[config.mk]
export PLATFORM = sky130hd
export DESIGN_NAME = iir_direct_form_one_flat
export DESIGN_NICKNAME = d
export VERILOG_FILES = /design/src/hw/rtl/iir_df1_pkg.sv /design/src/hw/rtl/iir_df1_if.sv /design/src/hw/rtl/iir_df1_ctrl.sv /design/src/hw/rtl/iir_df1_datapath.sv /design/src/hw/rtl/iir_direct_form_one.sv /design/src/flat_wrapper.sv
export SDC_FILE = /design/constraint.sdc
export NUM_CORES = 2
export LEC_CHECK = 0
export ABC_AREA = 1
export BUFFER_PORTS_ARGS = -buffer_cell sky130_fd_sc_hd__buf_2
export CAP_MARGIN = 20
export CORE_ASPECT_RATIO = 1.2
export CORE_UTILIZATION = 67
export CTS_BUF_LIST = sky130_fd_sc_hd__clkbuf_8
export CTS_CLUSTER_SIZE = 30
export DETAILED_ROUTE_END_ITERATION = 6
export HOLD_SLACK_MARGIN = 0.03
export PLACE_DENSITY = 0.86
export SLEW_MARGIN = 25
export SYNTH_ARGS = -nofsm -noshare
export SYNTH_HDL_FRONTEND = slang
export SYNTH_SLANG_ARGS = --single-unit
[constraint.sdc]
create_clock -name clk -period 11.2 [get_ports clk]
set_input_delay 1.12 -clock clk [delete_from_list [all_inputs] [get_ports clk]]
set_output_delay 1.12 -clock clk [all_outputs]
set_load 0.1 [all_outputs]
[src/hw/rtl/iir_df1_pkg.sv]
`timescale 1ns / 1ps

package iir_df1_pkg;

  // Field and register widths.
  localparam int SAMPLE_W   = 16;
  localparam int COEF_W     = 18;
  localparam int PROD_W     = SAMPLE_W + COEF_W;
  localparam int ACC_W      = 37;
  localparam int QUOT_W     = 17;
  localparam int REM_W      = COEF_W + 1;
  localparam int REG_IDX_W  = 3;
  localparam int TERM_W     = 3;
  localparam int TAP_W      = 2;
  localparam int HIST_DEPTH = 3;
  localparam int HIST_IDX_W = 2;
  localparam int STEP_W     = 5;

  // Highest filter order the datapath supports, and the default.
  localparam int MAX_ORDER     = 3;
  localparam int DEFAULT_ORDER = 3;

  // Configuration register indexes.
  localparam logic [REG_IDX_W-1:0] REG_B0 = 3'd0;
  localparam logic [REG_IDX_W-1:0] REG_B1 = 3'd1;
  localparam logic [REG_IDX_W-1:0] REG_B2 = 3'd2;
  localparam logic [REG_IDX_W-1:0] REG_B3 = 3'd3;
  localparam logic [REG_IDX_W-1:0] REG_A0 = 3'd4;
  localparam logic [REG_IDX_W-1:0] REG_A1 = 3'd5;
  localparam logic [REG_IDX_W-1:0] REG_A2 = 3'd6;
  localparam logic [REG_IDX_W-1:0] REG_A3 = 3'd7;

  // Unity gain in Q1.16 and the output clip limits.
  localparam logic signed [COEF_W-1:0]   COEF_ONE   = 18'sd65536;
  localparam logic signed [SAMPLE_W-1:0] SAMPLE_MAX = 16'sh7FFF;
  localparam logic signed [SAMPLE_W-1:0] SAMPLE_MIN = 16'sh8000;

  // Commands from the controller to the datapath.
  typedef struct packed {
    logic              mul_en;
    logic [TERM_W-1:0] term;
    logic              acc_en;
    logic              abs_en;
    logic              div_init;
    logic              div_step;
    logic              finish;
  } cmd_t;

  // Status from the datapath to the controller.
  typedef struct packed {
    logic out_busy;
  } status_t;

endpackage

[src/hw/rtl/iir_df1_if.sv]
`timescale 1ns / 1ps

// Input sample channel.
interface iir_df1_sample_if
  import iir_df1_pkg::*;
();
  logic                       valid;
  logic                       ready;
  logic signed [SAMPLE_W-1:0] sample_in;

  modport source (output valid, output sample_in, input ready);
  modport sink (input valid, input sample_in, output ready);
endinterface

// Filtered result channel.
interface iir_df1_result_if
  import iir_df1_pkg::*;
();
  logic                       valid;
  logic                       ready;
  logic signed [SAMPLE_W-1:0] sample_out;
  logic                       saturated;
  logic                       divide_fault;

  modport source (output valid, output sample_out, output saturated,
                  output divide_fault, input ready);
  modport sink (input valid, input sample_out, input saturated,
                input divide_fault, output ready);
endinterface

[src/hw/rtl/iir_df1_ctrl.sv]
`timescale 1ns / 1ps

module iir_df1_ctrl
  import iir_df1_pkg::*;
#(
  parameter int ORDER = DEFAULT_ORDER
) (
  input  logic    clk,
  input  logic    rst,
  input  logic    accept,
  input  status_t status,
  output logic    ready,
  output cmd_t    cmd
);

  localparam int NumTerms = 2 * ORDER + 1;

  typedef enum logic [2:0] {
    IDLE,
    MAC,
    DRAIN,
    ABS,
    INIT,
    DIV,
    FINISH
  } state_t;

  state_t            state;
  logic [TERM_W-1:0] term_cnt;
  logic [STEP_W-1:0] step_cnt;

  // Sequencer: multiply-accumulate over the taps, then a bit-serial divide.
  // The command outputs are registered and act in the cycle after they are set.
  // Ready stays low through reset and rises on the first idle cycle after it.
  always_ff @(posedge clk) begin
    if (rst) begin
      state    <= IDLE;
      ready    <= 1'b0;
      term_cnt <= '0;
      step_cnt <= '0;
      cmd      <= '0;
    end else begin
      cmd <= '0;
      case (state)
        IDLE: begin
          if (accept) begin
            ready        <= 1'b0;
            state        <= MAC;
            term_cnt     <= '0;
            cmd.mul_en   <= 1'b1;
            cmd.term     <= '0;
          end else begin
            ready <= 1'b1;
          end
        end
        MAC: begin
          cmd.acc_en <= 1'b1;
          if (term_cnt == TERM_W'(NumTerms - 1)) begin
            state <= DRAIN;
          end else begin
            term_cnt   <= term_cnt + 1'b1;
            cmd.mul_en <= 1'b1;
            cmd.term   <= term_cnt + 1'b1;
          end
        end
        DRAIN: begin
          cmd.abs_en <= 1'b1;
          state      <= ABS;
        end
        ABS: begin
          cmd.div_init <= 1'b1;
          state        <= INIT;
        end
        INIT: begin
          cmd.div_step <= 1'b1;
          step_cnt     <= '0;
          state        <= DIV;
        end
        DIV: begin
          if (step_cnt == STEP_W'(QUOT_W - 1)) begin
            state <= FINISH;
          end else begin
            step_cnt     <= step_cnt + 1'b1;
            cmd.div_step <= 1'b1;
          end
        end
        FINISH: begin
          // Wait until the output register can take the new result.
          if (!status.out_busy) begin
            cmd.finish <= 1'b1;
            ready      <= 1'b1;
            state      <= IDLE;
          end
        end
        default: begin
          state <= IDLE;
          ready <= 1'b1;
        end
      endcase
    end
  end

endmodule

[src/hw/rtl/iir_df1_datapath.sv]
`timescale 1ns / 1ps

module iir_df1_datapath
  import iir_df1_pkg::*;
(
  input  logic                        clk,
  input  logic                        rst,
  input  logic                        cfg_wr_en,
  input  logic [REG_IDX_W-1:0]        cfg_index,
  input  logic [COEF_W-1:0]           cfg_data,
  input  logic                        load,
  input  logic signed [SAMPLE_W-1:0]  sample_in,
  input  cmd_t                        cmd,
  output status_t                     status,
  iir_df1_result_if.source            results
);

  logic signed [COEF_W-1:0]   coef_b [0:MAX_ORDER];
  logic signed [COEF_W-1:0]   coef_a [0:MAX_ORDER];
  logic signed [SAMPLE_W-1:0] x_cur;
  logic signed [SAMPLE_W-1:0] x_hist [0:HIST_DEPTH-1];
  logic signed [SAMPLE_W-1:0] y_hist [0:HIST_DEPTH-1];

  logic [TAP_W-1:0]           tap;
  logic [HIST_IDX_W-1:0]      hist_idx;
  logic                       term_fb;
  logic signed [COEF_W-1:0]   mul_coef;
  logic signed [SAMPLE_W-1:0] mul_smp;
  logic signed [PROD_W-1:0]   prod;
  logic                       prod_sub;
  logic signed [ACC_W-1:0]    acc;

  logic [ACC_W-1:0]           acc_mag;
  logic [COEF_W-1:0]          d_mag;
  logic                       neg;
  logic                       fault;
  logic                       ovf;
  logic [REM_W-1:0]           rem;
  logic [QUOT_W-1:0]          quot;
  logic [REM_W-1:0]           trial;
  logic                       trial_ge;

  logic signed [SAMPLE_W-1:0] y_next;
  logic                       sat_next;

  logic                       out_valid;
  logic signed [SAMPLE_W-1:0] out_sample;
  logic                       out_sat;
  logic                       out_fault;

  // Coefficient registers; the user must write them only while the filter is idle, as the block does not enforce it.
  always_ff @(posedge clk) begin
    if (rst) begin
      coef_b[0] <= COEF_ONE;
      coef_b[1] <= '0;
      coef_b[2] <= '0;
      coef_b[3] <= '0;
      coef_a[0] <= COEF_ONE;
      coef_a[1] <= '0;
      coef_a[2] <= '0;
      coef_a[3] <= '0;
    end else if (cfg_wr_en) begin
      case (cfg_index)
        REG_B0:  coef_b[0] <= cfg_data;
        REG_B1:  coef_b[1] <= cfg_data;
        REG_B2:  coef_b[2] <= cfg_data;
        REG_B3:  coef_b[3] <= cfg_data;
        REG_A0:  coef_a[0] <= cfg_data;
        REG_A1:  coef_a[1] <= cfg_data;
        REG_A2:  coef_a[2] <= cfg_data;
        REG_A3:  coef_a[3] <= cfg_data;
        default: ;
      endcase
    end
  end

  // Term selection: term 0 is b0*x, odd terms are feed-forward taps and
  // even terms are feedback taps, which are subtracted.
  always_comb begin
    tap      = TAP_W'((4'(cmd.term) + 4'd1) >> 1);
    hist_idx = HIST_IDX_W'(tap - 1'b1);
    term_fb  = (cmd.term != '0) && !cmd.term[0];
    if (cmd.term == '0) begin
      mul_coef = coef_b[0];
      mul_smp  = x_cur;
    end else if (term_fb) begin
      mul_coef = coef_a[tap];
      mul_smp  = y_hist[hist_idx];
    end else begin
      mul_coef = coef_b[tap];
      mul_smp  = x_hist[hist_idx];
    end
  end

  // Shared multiplier with a registered product, then the accumulator.
  always_ff @(posedge clk) begin
    if (load) begin
      x_cur <= sample_in;
      acc   <= '0;
    end else if (cmd.acc_en) begin
      if (prod_sub) begin
        acc <= acc - ACC_W'(prod);
      end else begin
        acc <= acc + ACC_W'(prod);
      end
    end
    if (cmd.mul_en) begin
      prod     <= mul_coef * mul_smp;
      prod_sub <= term_fb;
    end
  end

  // Divide magnitudes, then restore the sign; this truncates toward zero.
  assign trial    = {rem[REM_W-2:0], quot[QUOT_W-1]};
  assign trial_ge = trial >= {1'b0, d_mag};

  always_ff @(posedge clk) begin
    if (cmd.abs_en) begin
      acc_mag <= acc[ACC_W-1] ? ACC_W'(-acc) : ACC_W'(acc);
      d_mag   <= coef_a[0][COEF_W-1] ? COEF_W'(-coef_a[0]) : COEF_W'(coef_a[0]);
      neg     <= acc[ACC_W-1] ^ coef_a[0][COEF_W-1];
      fault   <= coef_a[0] == '0;
    end
    if (cmd.div_init) begin
      // A quotient of 2^17 or more clips whatever its low bits are.
      ovf  <= acc_mag >= ACC_W'({d_mag, {QUOT_W{1'b0}}});
      rem  <= acc_mag[QUOT_W+REM_W-1:QUOT_W];
      quot <= acc_mag[QUOT_W-1:0];
    end else if (cmd.div_step) begin
      rem  <= trial_ge ? trial - {1'b0, d_mag} : trial;
      quot <= {quot[QUOT_W-2:0], trial_ge};
    end
  end

  // Sign, clip and fault handling of the quotient.
  always_comb begin
    y_next   = '0;
    sat_next = 1'b0;
    if (fault) begin
      y_next = '0;
    end else if (ovf) begin
      sat_next = 1'b1;
      y_next   = neg ? SAMPLE_MIN : SAMPLE_MAX;
    end else if (!neg) begin
      if (quot > QUOT_W'(SAMPLE_MAX)) begin
        sat_next = 1'b1;
        y_next   = SAMPLE_MAX;
      end else begin
        y_next = quot[SAMPLE_W-1:0];
      end
    end else begin
      if (quot > QUOT_W'(17'd32768)) begin
        sat_next = 1'b1;
        y_next   = SAMPLE_MIN;
      end else begin
        y_next = SAMPLE_W'(-quot[SAMPLE_W-1:0]);
      end
    end
  end

  // Histories advance once per sample, when the result is committed.
  always_ff @(posedge clk) begin
    if (rst) begin
      for (int i = 0; i < HIST_DEPTH; i++) begin
        x_hist[i] <= '0;
        y_hist[i] <= '0;
      end
    end else if (cmd.finish) begin
      for (int i = HIST_DEPTH - 1; i > 0; i--) begin
        x_hist[i] <= x_hist[i-1];
        y_hist[i] <= y_hist[i-1];
      end
      x_hist[0] <= x_cur;
      y_hist[0] <= y_next;
    end
  end

  // Output register; the beat waits here until the sink takes it.
  always_ff @(posedge clk) begin
    if (rst) begin
      out_valid <= 1'b0;
    end else if (cmd.finish) begin
      out_valid <= 1'b1;
    end else if (results.ready) begin
      out_valid <= 1'b0;
    end
  end

  always_ff @(posedge clk) begin
    if (cmd.finish) begin
      out_sample <= y_next;
      out_sat    <= sat_next;
      out_fault  <= fault;
    end
  end

  assign status.out_busy      = out_valid && !results.ready;
  assign results.valid        = out_valid;
  assign results.sample_out   = out_sample;
  assign results.saturated    = out_sat;
  assign results.divide_fault = out_fault;

endmodule

[src/hw/rtl/iir_direct_form_one.sv]
`timescale 1ns / 1ps

// Direct-form-I IIR filter of order ORDER (1 to 3) with Q1.16 coefficients
// and Q3.12 samples. A new sample is not taken until the last one is computed:
// one shared 18x16 multiplier runs one tap per cycle, then a restoring divider
// finds the 17-bit quotient by a0 one bit per cycle. The result is truncated
// toward zero, clipped to 16 bits with the saturated flag, and forced to zero
// with divide_fault when a0 is zero. A result waits in an output register, so
// the next sample is taken while it is still unread; that next sample then
// holds in its last step, with the input not ready, until the waiting beat is
// taken. Input ready is low during reset and rises after the first idle cycle.
// Coefficients are written through the cfg port; the user must write them only
// while idle, as the block does not enforce it.
module iir_direct_form_one
  import iir_df1_pkg::*;
#(
  parameter int ORDER = DEFAULT_ORDER
) (
  input  logic                 clk,
  input  logic                 rst,
  input  logic                 cfg_wr_en,
  input  logic [REG_IDX_W-1:0] cfg_index,
  input  logic [COEF_W-1:0]    cfg_data,
  iir_df1_sample_if.sink       samples,
  iir_df1_result_if.source     results
);

  logic    accept;
  logic    ready;
  cmd_t    cmd;
  status_t status;

  // A sample beat is taken when the controller is idle.
  assign samples.ready = ready;
  assign accept        = samples.valid && ready;

  iir_df1_ctrl #(
    .ORDER (ORDER)
  ) u_ctrl (
    .clk    (clk),
    .rst    (rst),
    .accept (accept),
    .status (status),
    .ready  (ready),
    .cmd    (cmd)
  );

  iir_df1_datapath u_datapath (
    .clk       (clk),
    .rst       (rst),
    .cfg_wr_en (cfg_wr_en),
    .cfg_index (cfg_index),
    .cfg_data  (cfg_data),
    .load      (accept),
    .sample_in (samples.sample_in),
    .cmd       (cmd),
    .status    (status),
    .results   (results)
  );

endmodule
[src/flat_wrapper.sv]
// flat-port wrapper written by rule: the top's interface ports become plain ports
module iir_direct_form_one_flat import iir_df1_pkg::*;
#(
  parameter int ORDER = DEFAULT_ORDER
)
  (clk, rst, cfg_wr_en, cfg_index, cfg_data, samples_valid, samples_sample_in, samples_ready, results_valid, results_sample_out, results_saturated, results_divide_fault, results_ready);
  iir_df1_sample_if samples_i ();
  iir_df1_result_if results_i ();
  input  logic clk;
  input  logic rst;
  input  logic cfg_wr_en;
  input  logic [REG_IDX_W-1:0] cfg_index;
  input  logic [COEF_W-1:0] cfg_data;
  input wire logic [$bits(samples_i.valid)-1:0] samples_valid;
  input wire logic [$bits(samples_i.sample_in)-1:0] samples_sample_in;
  output wire logic [$bits(samples_i.ready)-1:0] samples_ready;
  output wire logic [$bits(results_i.valid)-1:0] results_valid;
  output wire logic [$bits(results_i.sample_out)-1:0] results_sample_out;
  output wire logic [$bits(results_i.saturated)-1:0] results_saturated;
  output wire logic [$bits(results_i.divide_fault)-1:0] results_divide_fault;
  input wire logic [$bits(results_i.ready)-1:0] results_ready;
  assign samples_i.valid = samples_valid;
  assign samples_i.sample_in = samples_sample_in;
  assign samples_ready = samples_i.ready;
  assign results_valid = results_i.valid;
  assign results_sample_out = results_i.sample_out;
  assign results_saturated = results_i.saturated;
  assign results_divide_fault = results_i.divide_fault;
  assign results_i.ready = results_ready;
  iir_direct_form_one #(.ORDER(ORDER)) u_core (.clk(clk), .rst(rst), .cfg_wr_en(cfg_wr_en), .cfg_index(cfg_index), .cfg_data(cfg_data), .samples(samples_i), .results(results_i));
endmodule
# Word-level counts from Yosys, hierarchy flattened
# Memory sizes are Yosys's and may differ from the RTL's.
# Cells that the tools add are included.
dict set report totals {
  mem_bits_rw 240
  ff_bits 221
  in_bits 42
  latch_bits 0
  word_cells 202
  memories 4
  output_inout_bits 20
  rom_bits 0
}
dict set report classes {
  add_sub_neg 10
  n_bitwise 17
  eq_ne 21
  n_mul 1
  shift 0
  muxes 97
  n_reduce_logical 20
  div 0
  n_lt_le_gt_ge 4
}
# memory words width rd rd_clocked_by_memory_dff write_ports line_no
set mem_list {}
lappend mem_list {u_core.u_datapath.coef_a 4 18 2 0 4 iir_df1_datapath.sv:19} ;# logic signed [COEF_W-1:0] coef_a [0:MAX_ORDER];
lappend mem_list {u_core.u_datapath.coef_b 4 18 2 0 4 iir_df1_datapath.sv:18} ;# logic signed [COEF_W-1:0] coef_b [0:MAX_ORDER];
lappend mem_list {u_core.u_datapath.x_hist 3 16 3 0 3 iir_df1_datapath.sv:21} ;# logic signed [SAMPLE_W-1:0] x_hist [0:HIST_DEPTH-1];
lappend mem_list {u_core.u_datapath.y_hist 3 16 3 0 3 iir_df1_datapath.sv:22} ;# logic signed [SAMPLE_W-1:0] y_hist [0:HIST_DEPTH-1];
# cell n
set op_table {}
lappend op_table {{two-way mux 18 bit} 13}
lappend op_table {{two-way mux 16 bit} 14}
lappend op_table {{two-way mux 17 bit} 3}
lappend op_table {{two-way mux 1 bit} 50}
lappend op_table {{adder 37 x 34 -> 37 bit} 1}
lappend op_table {{>= comparator 37 x 35 -> 1 bit} 1}
lappend op_table {{two-way mux 37 bit} 1}
lappend op_table {{negation 37 bit} 1}
lappend op_table {{subtractor 37 x 34 -> 37 bit} 1}
lappend op_table {{two-way mux 36 bit} 1}
lappend op_table {{multiplier 18 x 16 -> 34 bit} 1}
lappend op_table {{== test 3 bit, second input constant} 8}
lappend op_table {{one-hot mux 3 bit (7 select lines)} 1}
lappend op_table {{>= comparator 19 x 18 -> 1 bit} 1}
lappend op_table {{zero test 18 bit} 1}
lappend op_table {{two-way mux 3 bit} 6}
lappend op_table {{negation 18 bit} 1}
lappend op_table {{subtractor 18 bit} 1}
lappend op_table {{> comparator 17 x 15 -> 1 bit, second input constant} 1}
lappend op_table {{> comparator 17 x 16 -> 1 bit, second input constant} 1}
lappend op_table {{negation 16 bit} 1}
lappend op_table {{bitwise OR 1 bit} 14}
lappend op_table {{== test 3 x 2 -> 1 bit, second input constant} 4}
lappend op_table {{inequality test 2 bit, second input constant} 5}
lappend op_table {{25 further kinds} 38}

# Longest topological paths before layout
dict set report logic_depth {
  ltp_word 6
  depth_mapped 36
  mapped_depth_nobuf 35
}

# Hierarchy
# From an unflattened synthesis, not the netlist that was laid out.
dict set report hier_totals {
  hier_cells 4411
  hier_area_um2 37073.1
}
# module seq_area_each_um2 instances cells_per_inst area_each_um2
set by_module_without_submodules {}
lappend by_module_without_submodules {iir_df1_datapath 12832.3 1 4282 36097.1}
lappend by_module_without_submodules {iir_df1_ctrl 420.4 1 127 968.4}
lappend by_module_without_submodules {iir_direct_form_one 0.0 1 2 7.5}

# Worst setup path before layout
# No wires, ideal clock.
dict set report synth_path {
  kind {register to register}
  from {register u_core.u_ctrl.cmd[5] (netlist name)}
  to {register u_core.u_datapath.prod[33] (data pin)}
  arrival_time_ns 6.870
  n_path_buf 2
  path_stages_with_launch 30
  setup_time_ns 0.260
  period_less_slack_ns 7.129
  required_time_ns 10.940
  slack_ns 4.071
  path_cell_list {dfxtp_1 > inv_1 > ha_1 > inv_2 > buf_2 > o211ai_1 > o211ai_2 > o31ai_2 > o21bai_4 > inv_2 > buf_2 > nor2_2 > inv_1 > fa_1 > inv_1 > fa_1 > fa_1 > fa_1 > inv_1 > fa_1 > fa_1 > inv_1 > ha_1 > inv_1 > nor3_1 > nand2_1 > or2_2 > nand2_1 > a21oi_1 > xnor2_1}
}
dict set report synth_between {
  elab_chain_cells 6
  word_cells_on_any_way 15
  classes_between {2 x add/sub; 1 x mul; 4 x mux; 4 x reduce/logical; 4 x memory}
}
# item line_no
set synth_rtl {}
lappend synth_rtl {{adder 3 x 1 -> 3 bit} iir_df1_datapath.sv:80} ;# tap = TAP_W'((4'(cmd.term) + 4'd1) >> 1);
lappend synth_rtl {{subtractor 2 x 1 -> 2 bit} iir_df1_datapath.sv:81} ;# hist_idx = HIST_IDX_W'(tap - 1'b1);
lappend synth_rtl {{memory read (3 x 16 bit) (on tied branches)} --}
lappend synth_rtl {{two-way mux 16 bit} iir_df1_datapath.sv:86} ;# end else if (term_fb) begin
lappend synth_rtl {{two-way mux 16 bit} iir_df1_datapath.sv:83} ;# if (cmd.term == '0) begin
lappend synth_rtl {{multiplier 18 x 16 -> 34 bit (*)} iir_df1_datapath.sv:108} ;# prod <= mul_coef * mul_smp;
lappend synth_rtl {{end signal, assigned} iir_df1_datapath.sv:108}
lappend synth_rtl {{end, declared} iir_df1_datapath.sv:29} ;# logic signed [PROD_W-1:0] prod;
# Mark *: on every way between the ends. The rest lies on a longest branch, timed or not.
# A chain may end at the register's enable or synchronous reset.

# Worst setup path after layout
dict set report layout_path {
  from {register u_core.u_ctrl.cmd[5] (netlist name)}
  to {register u_core.u_datapath.prod[33] (data pin)}
}
dict set report layout_between {
  elab_chain_cells 6
  word_cells_on_any_way 15
  classes_between {2 x add/sub; 1 x mul; 4 x mux; 4 x reduce/logical; 4 x memory}
}
# item line_no
set layout_rtl {}
lappend layout_rtl {{adder 3 x 1 -> 3 bit} iir_df1_datapath.sv:80}
lappend layout_rtl {{subtractor 2 x 1 -> 2 bit} iir_df1_datapath.sv:81}
lappend layout_rtl {{memory read (3 x 16 bit) (on tied branches)} --}
lappend layout_rtl {{two-way mux 16 bit} iir_df1_datapath.sv:86}
lappend layout_rtl {{two-way mux 16 bit} iir_df1_datapath.sv:83}
lappend layout_rtl {{multiplier 18 x 16 -> 34 bit (*)} iir_df1_datapath.sv:108}
# Marks and branches as above.

==> results.cfg <==
[status]
status = complete, but fails checks
violations = DRC

[cts]
cts_buffers = 76
cts_sinks = 461
post_cts_buffers = 0
cts_resized = 0
clockBufferDepth = 3
htreeDepth = 3
hold_buffers = 0
worstSkewPairLatency_ns = 0.71
cts.clk_slew.worst_paths_ns = 0.06
cts_tree = done
root_buffer = clkbuf_8

[synthesis]
async_flop_share_pct = 0
syn_inst = 4379
seq_area_frac_synth_pct = 35.8
yosys.area.top_type_share_pct = 32.6
ys_types = 70
yosys_warnings = 0
syn-num-nets = 4882
synth.cell_area_um2 = 37000
yosys_register_bits = 461
synth-edff-count = 402
synth_flop_cell = edfxtp_1
yosys-top-cells-area = edfxtp_1 (33%), fa_1 (16%), inv_1 (8.3%)
avgSynthCellArea_um2 = 8.46
yosys.area.top_type = edfxtp_1

[timing]
fin_crit_ns = 9.26
final_hold_viol_count = 0
maxSlewHeadroom_pct = 30.5
fmax_mhz = 108
timing.final.crit_share_pct = 82.7
fin_worst_skew_ns = 0.0573
report.final.slew_viol_count = 0
setup_violations = 0
rsz0062_at_grt = false
tns_ns = 0
worstMarginPinSlew_ns = 1.04

[min_path]
holdCritPathClass = register to register
min_path_cells = 2
min_to = u_core.u_ctrl.step_cnt[1]
hp-start = u_core.u_ctrl.step_cnt[1]

[cells_and_area]
fin_util_pct = 71.9
stdcell_area_um2 = 39300
nets = 4924
fillerInstances = 4183
drive_gt1_share_pct = 6.41
syn2layout_area_growth_pct = 6.21
multi_input_area_um2 = 20000
seqCellArea_um2 = 13300

[placement]
placed_cell_area_um2 = 37800
dp_hpwl_um = 78700
gp_congestion = 1.04
port_buffers = 61

[worst_setup_path]
r2r_cells = 28
critical-path-max-stage-delay_ns = 0.98
path_class = register to register
arrival_ns = 9.66
cp.required_ns = 11.60
cp_slowest_cell = fa_1
worst-path-max-fanout = 47
worstReg2RegStart = u_core.u_ctrl.cmd[5]
worstSetupEndpointType = register
worst-r2r-setup-slack_ns = 1.94
r2r_end = u_core.u_datapath.prod[33]
start_kind = register

[global_routing]
grt_pass1_vias = 30600
grt_pass1_wl_um = 162000
grt_usage_pct = 37.5
antenna_found_initial = 1
grt_max_degree = 97
grt-ovfl-total = 0

[routing]
post_drt_via_cell_ratio = 5.93
ant_nets = 0
wl_per_cell_um = 20.0
drc = 2
vias = 30900
drt_iter0_drc = 3224
drtPass1Iterations = 7
routed_wl_um = 104000

[die]
die_y_um = 260
die-area_um2 = 56200
io_pins = 62
initial_core_util_pct = 67.7
core_area_um2 = 54700
rows = 94
dieWidth_um = 217

[flow_run]
max_cap_viol_count = 0
-- area by class of cell --
| class | instances | area share [%] |
|---|---|---|
| diodes | 1 | 0.00636 |
| repair buffers | 80 | 1.14 |
| flip-flops and latches | 461 | 33.7 |
| inverters | 848 | 8.10 |
| well taps | 720 | 2.29 |
| clock buffers | 82 | 2.87 |
| clock inverters | 54 | 0.992 |
| multi-input cells | 2954 | 50.9 |
-- worst max-delay path: cells and delay by family, from the launching register on --
kind	cells	cell delay, ns
compound gates	2	0.25
fa+ha+maj	8	4.51
simple gates	9	2.07
xor+xnor	1	0.13
flops	1	0.43
buf+inv	8	1.56
-- routing by layer --
| layer | up-vias | global-route usage [%] | wire [µm] |
|---|---|---|---|
| met5 | - | 0 | 0 |
| li1 | 14000 | - | - |
| met2 | 1642 | 63.2 | 50700 |
| met3 | 425 | 6.36 | 8880 |
| met1 | 14800 | 45.7 | 38300 |
| met4 | 0 | 21.6 | 6360 |
-- sequential cells by signal, summed over array words and instances (netlist names), 17 cells and up --
name / count
u_core.u_datapath.x_hist: 48
u_core.u_datapath.y_hist: 48
u_core.u_datapath.acc_mag: 37
u_core.u_datapath.d_mag: 18
u_core.u_datapath.quot: 17
u_core.u_datapath.rem: 18
u_core.u_datapath.coef_a: 72
u_core.u_datapath.coef_b: 72
u_core.u_datapath.prod: 34
u_core.u_datapath.acc: 37
-- worst max path at each step --
stage                         startpoint                         end  slack [ns]  cells past startpoint
finish              u_core.u_ctrl.cmd[5]  u_core.u_datapath.prod[33]        1.94                     28
global route        u_core.u_ctrl.cmd[5]  u_core.u_datapath.prod[33]        1.39                     28
CTS                 u_core.u_ctrl.cmd[5]  u_core.u_datapath.prod[33]        1.97                     28
global placement    u_core.u_ctrl.cmd[5]  u_core.u_datapath.prod[32]        2.20                     27
floorplan           u_core.u_ctrl.cmd[5]  u_core.u_datapath.prod[33]        4.07                     29
detailed placement  u_core.u_ctrl.cmd[5]  u_core.u_datapath.prod[33]        2.01                     28
-- Yosys cell counts, drive strengths merged (3+ instances only) --
cell and number:
clkbuf 65, clkinv 7, a21o 14, edfxtp 402
nand3b 3, nand4 47, a32o 3, o22ai 30
nand2 669, xor2 122, and3 3, dfxtp 59
nand3 140, nor2 815, a21boi 4, o21a 6
o21ai 243, o211ai 15, o21bai 34, a211oi 6
fa 292, a21oi 161, o31ai 17, inv 841
ha 169, nor4 24, nor3 52, buf 51
o221ai 17, xnor2 29, or2 10, a31oi 15
-- per-stage QoR --
stage / worst slack [ns] / hold slack (ns) / std cells
2_1_floorplan: 4.07 / 0.425 / 4379
4_1_cts: 1.97 / 0.482 / 5199
5_1_grt: 1.39 / 0.502 / 5200
3_3_place_gp: 2.20 / 0.470 / 5063
3_5_place_dp: 2.01 / 0.467 / 5063
6_report: 1.94 / 0.478 / 5200
-- layout by cell type, fill, tap and decap left out, drive strengths merged, types with 6 or more instances in the layout --
master  instances
a211oi          6
a21o           14
a21oi         161
a31oi          15
buf            80
clkbuf         82
clkinv         30
dfxtp          59
edfxtp        402
fa            292
ha            169
inv           864
nand2         669
nand3         140
nand4          47
nor2          815
nor3           52
nor4           24
o211ai         15
o21a            6
o21ai         243
o21bai         34
o221ai         17
o22ai          30
o31ai          17
or2            10
xnor2          29
xor2          122
-- logic make-up (layout without fill, tap and decap cells) --
group                    after synthesis  in the layout  synth area share, %
buffers and inverters                964           1064                 10.2
AND/OR/NAND/NOR                     1771           1771                 19.9
other                                  0              1                    0
XOR/XNOR                             151            151                 3.57
adder cells (fa/ha/maj)              461            461                 21.5
AO/OA/AOI/OAI                        571            571                 9.15
flip-flops                           461            461                 35.8
Power is not shown: default switching activity piles up to over one toggle a cycle in this logic, so the estimate is an artifact.
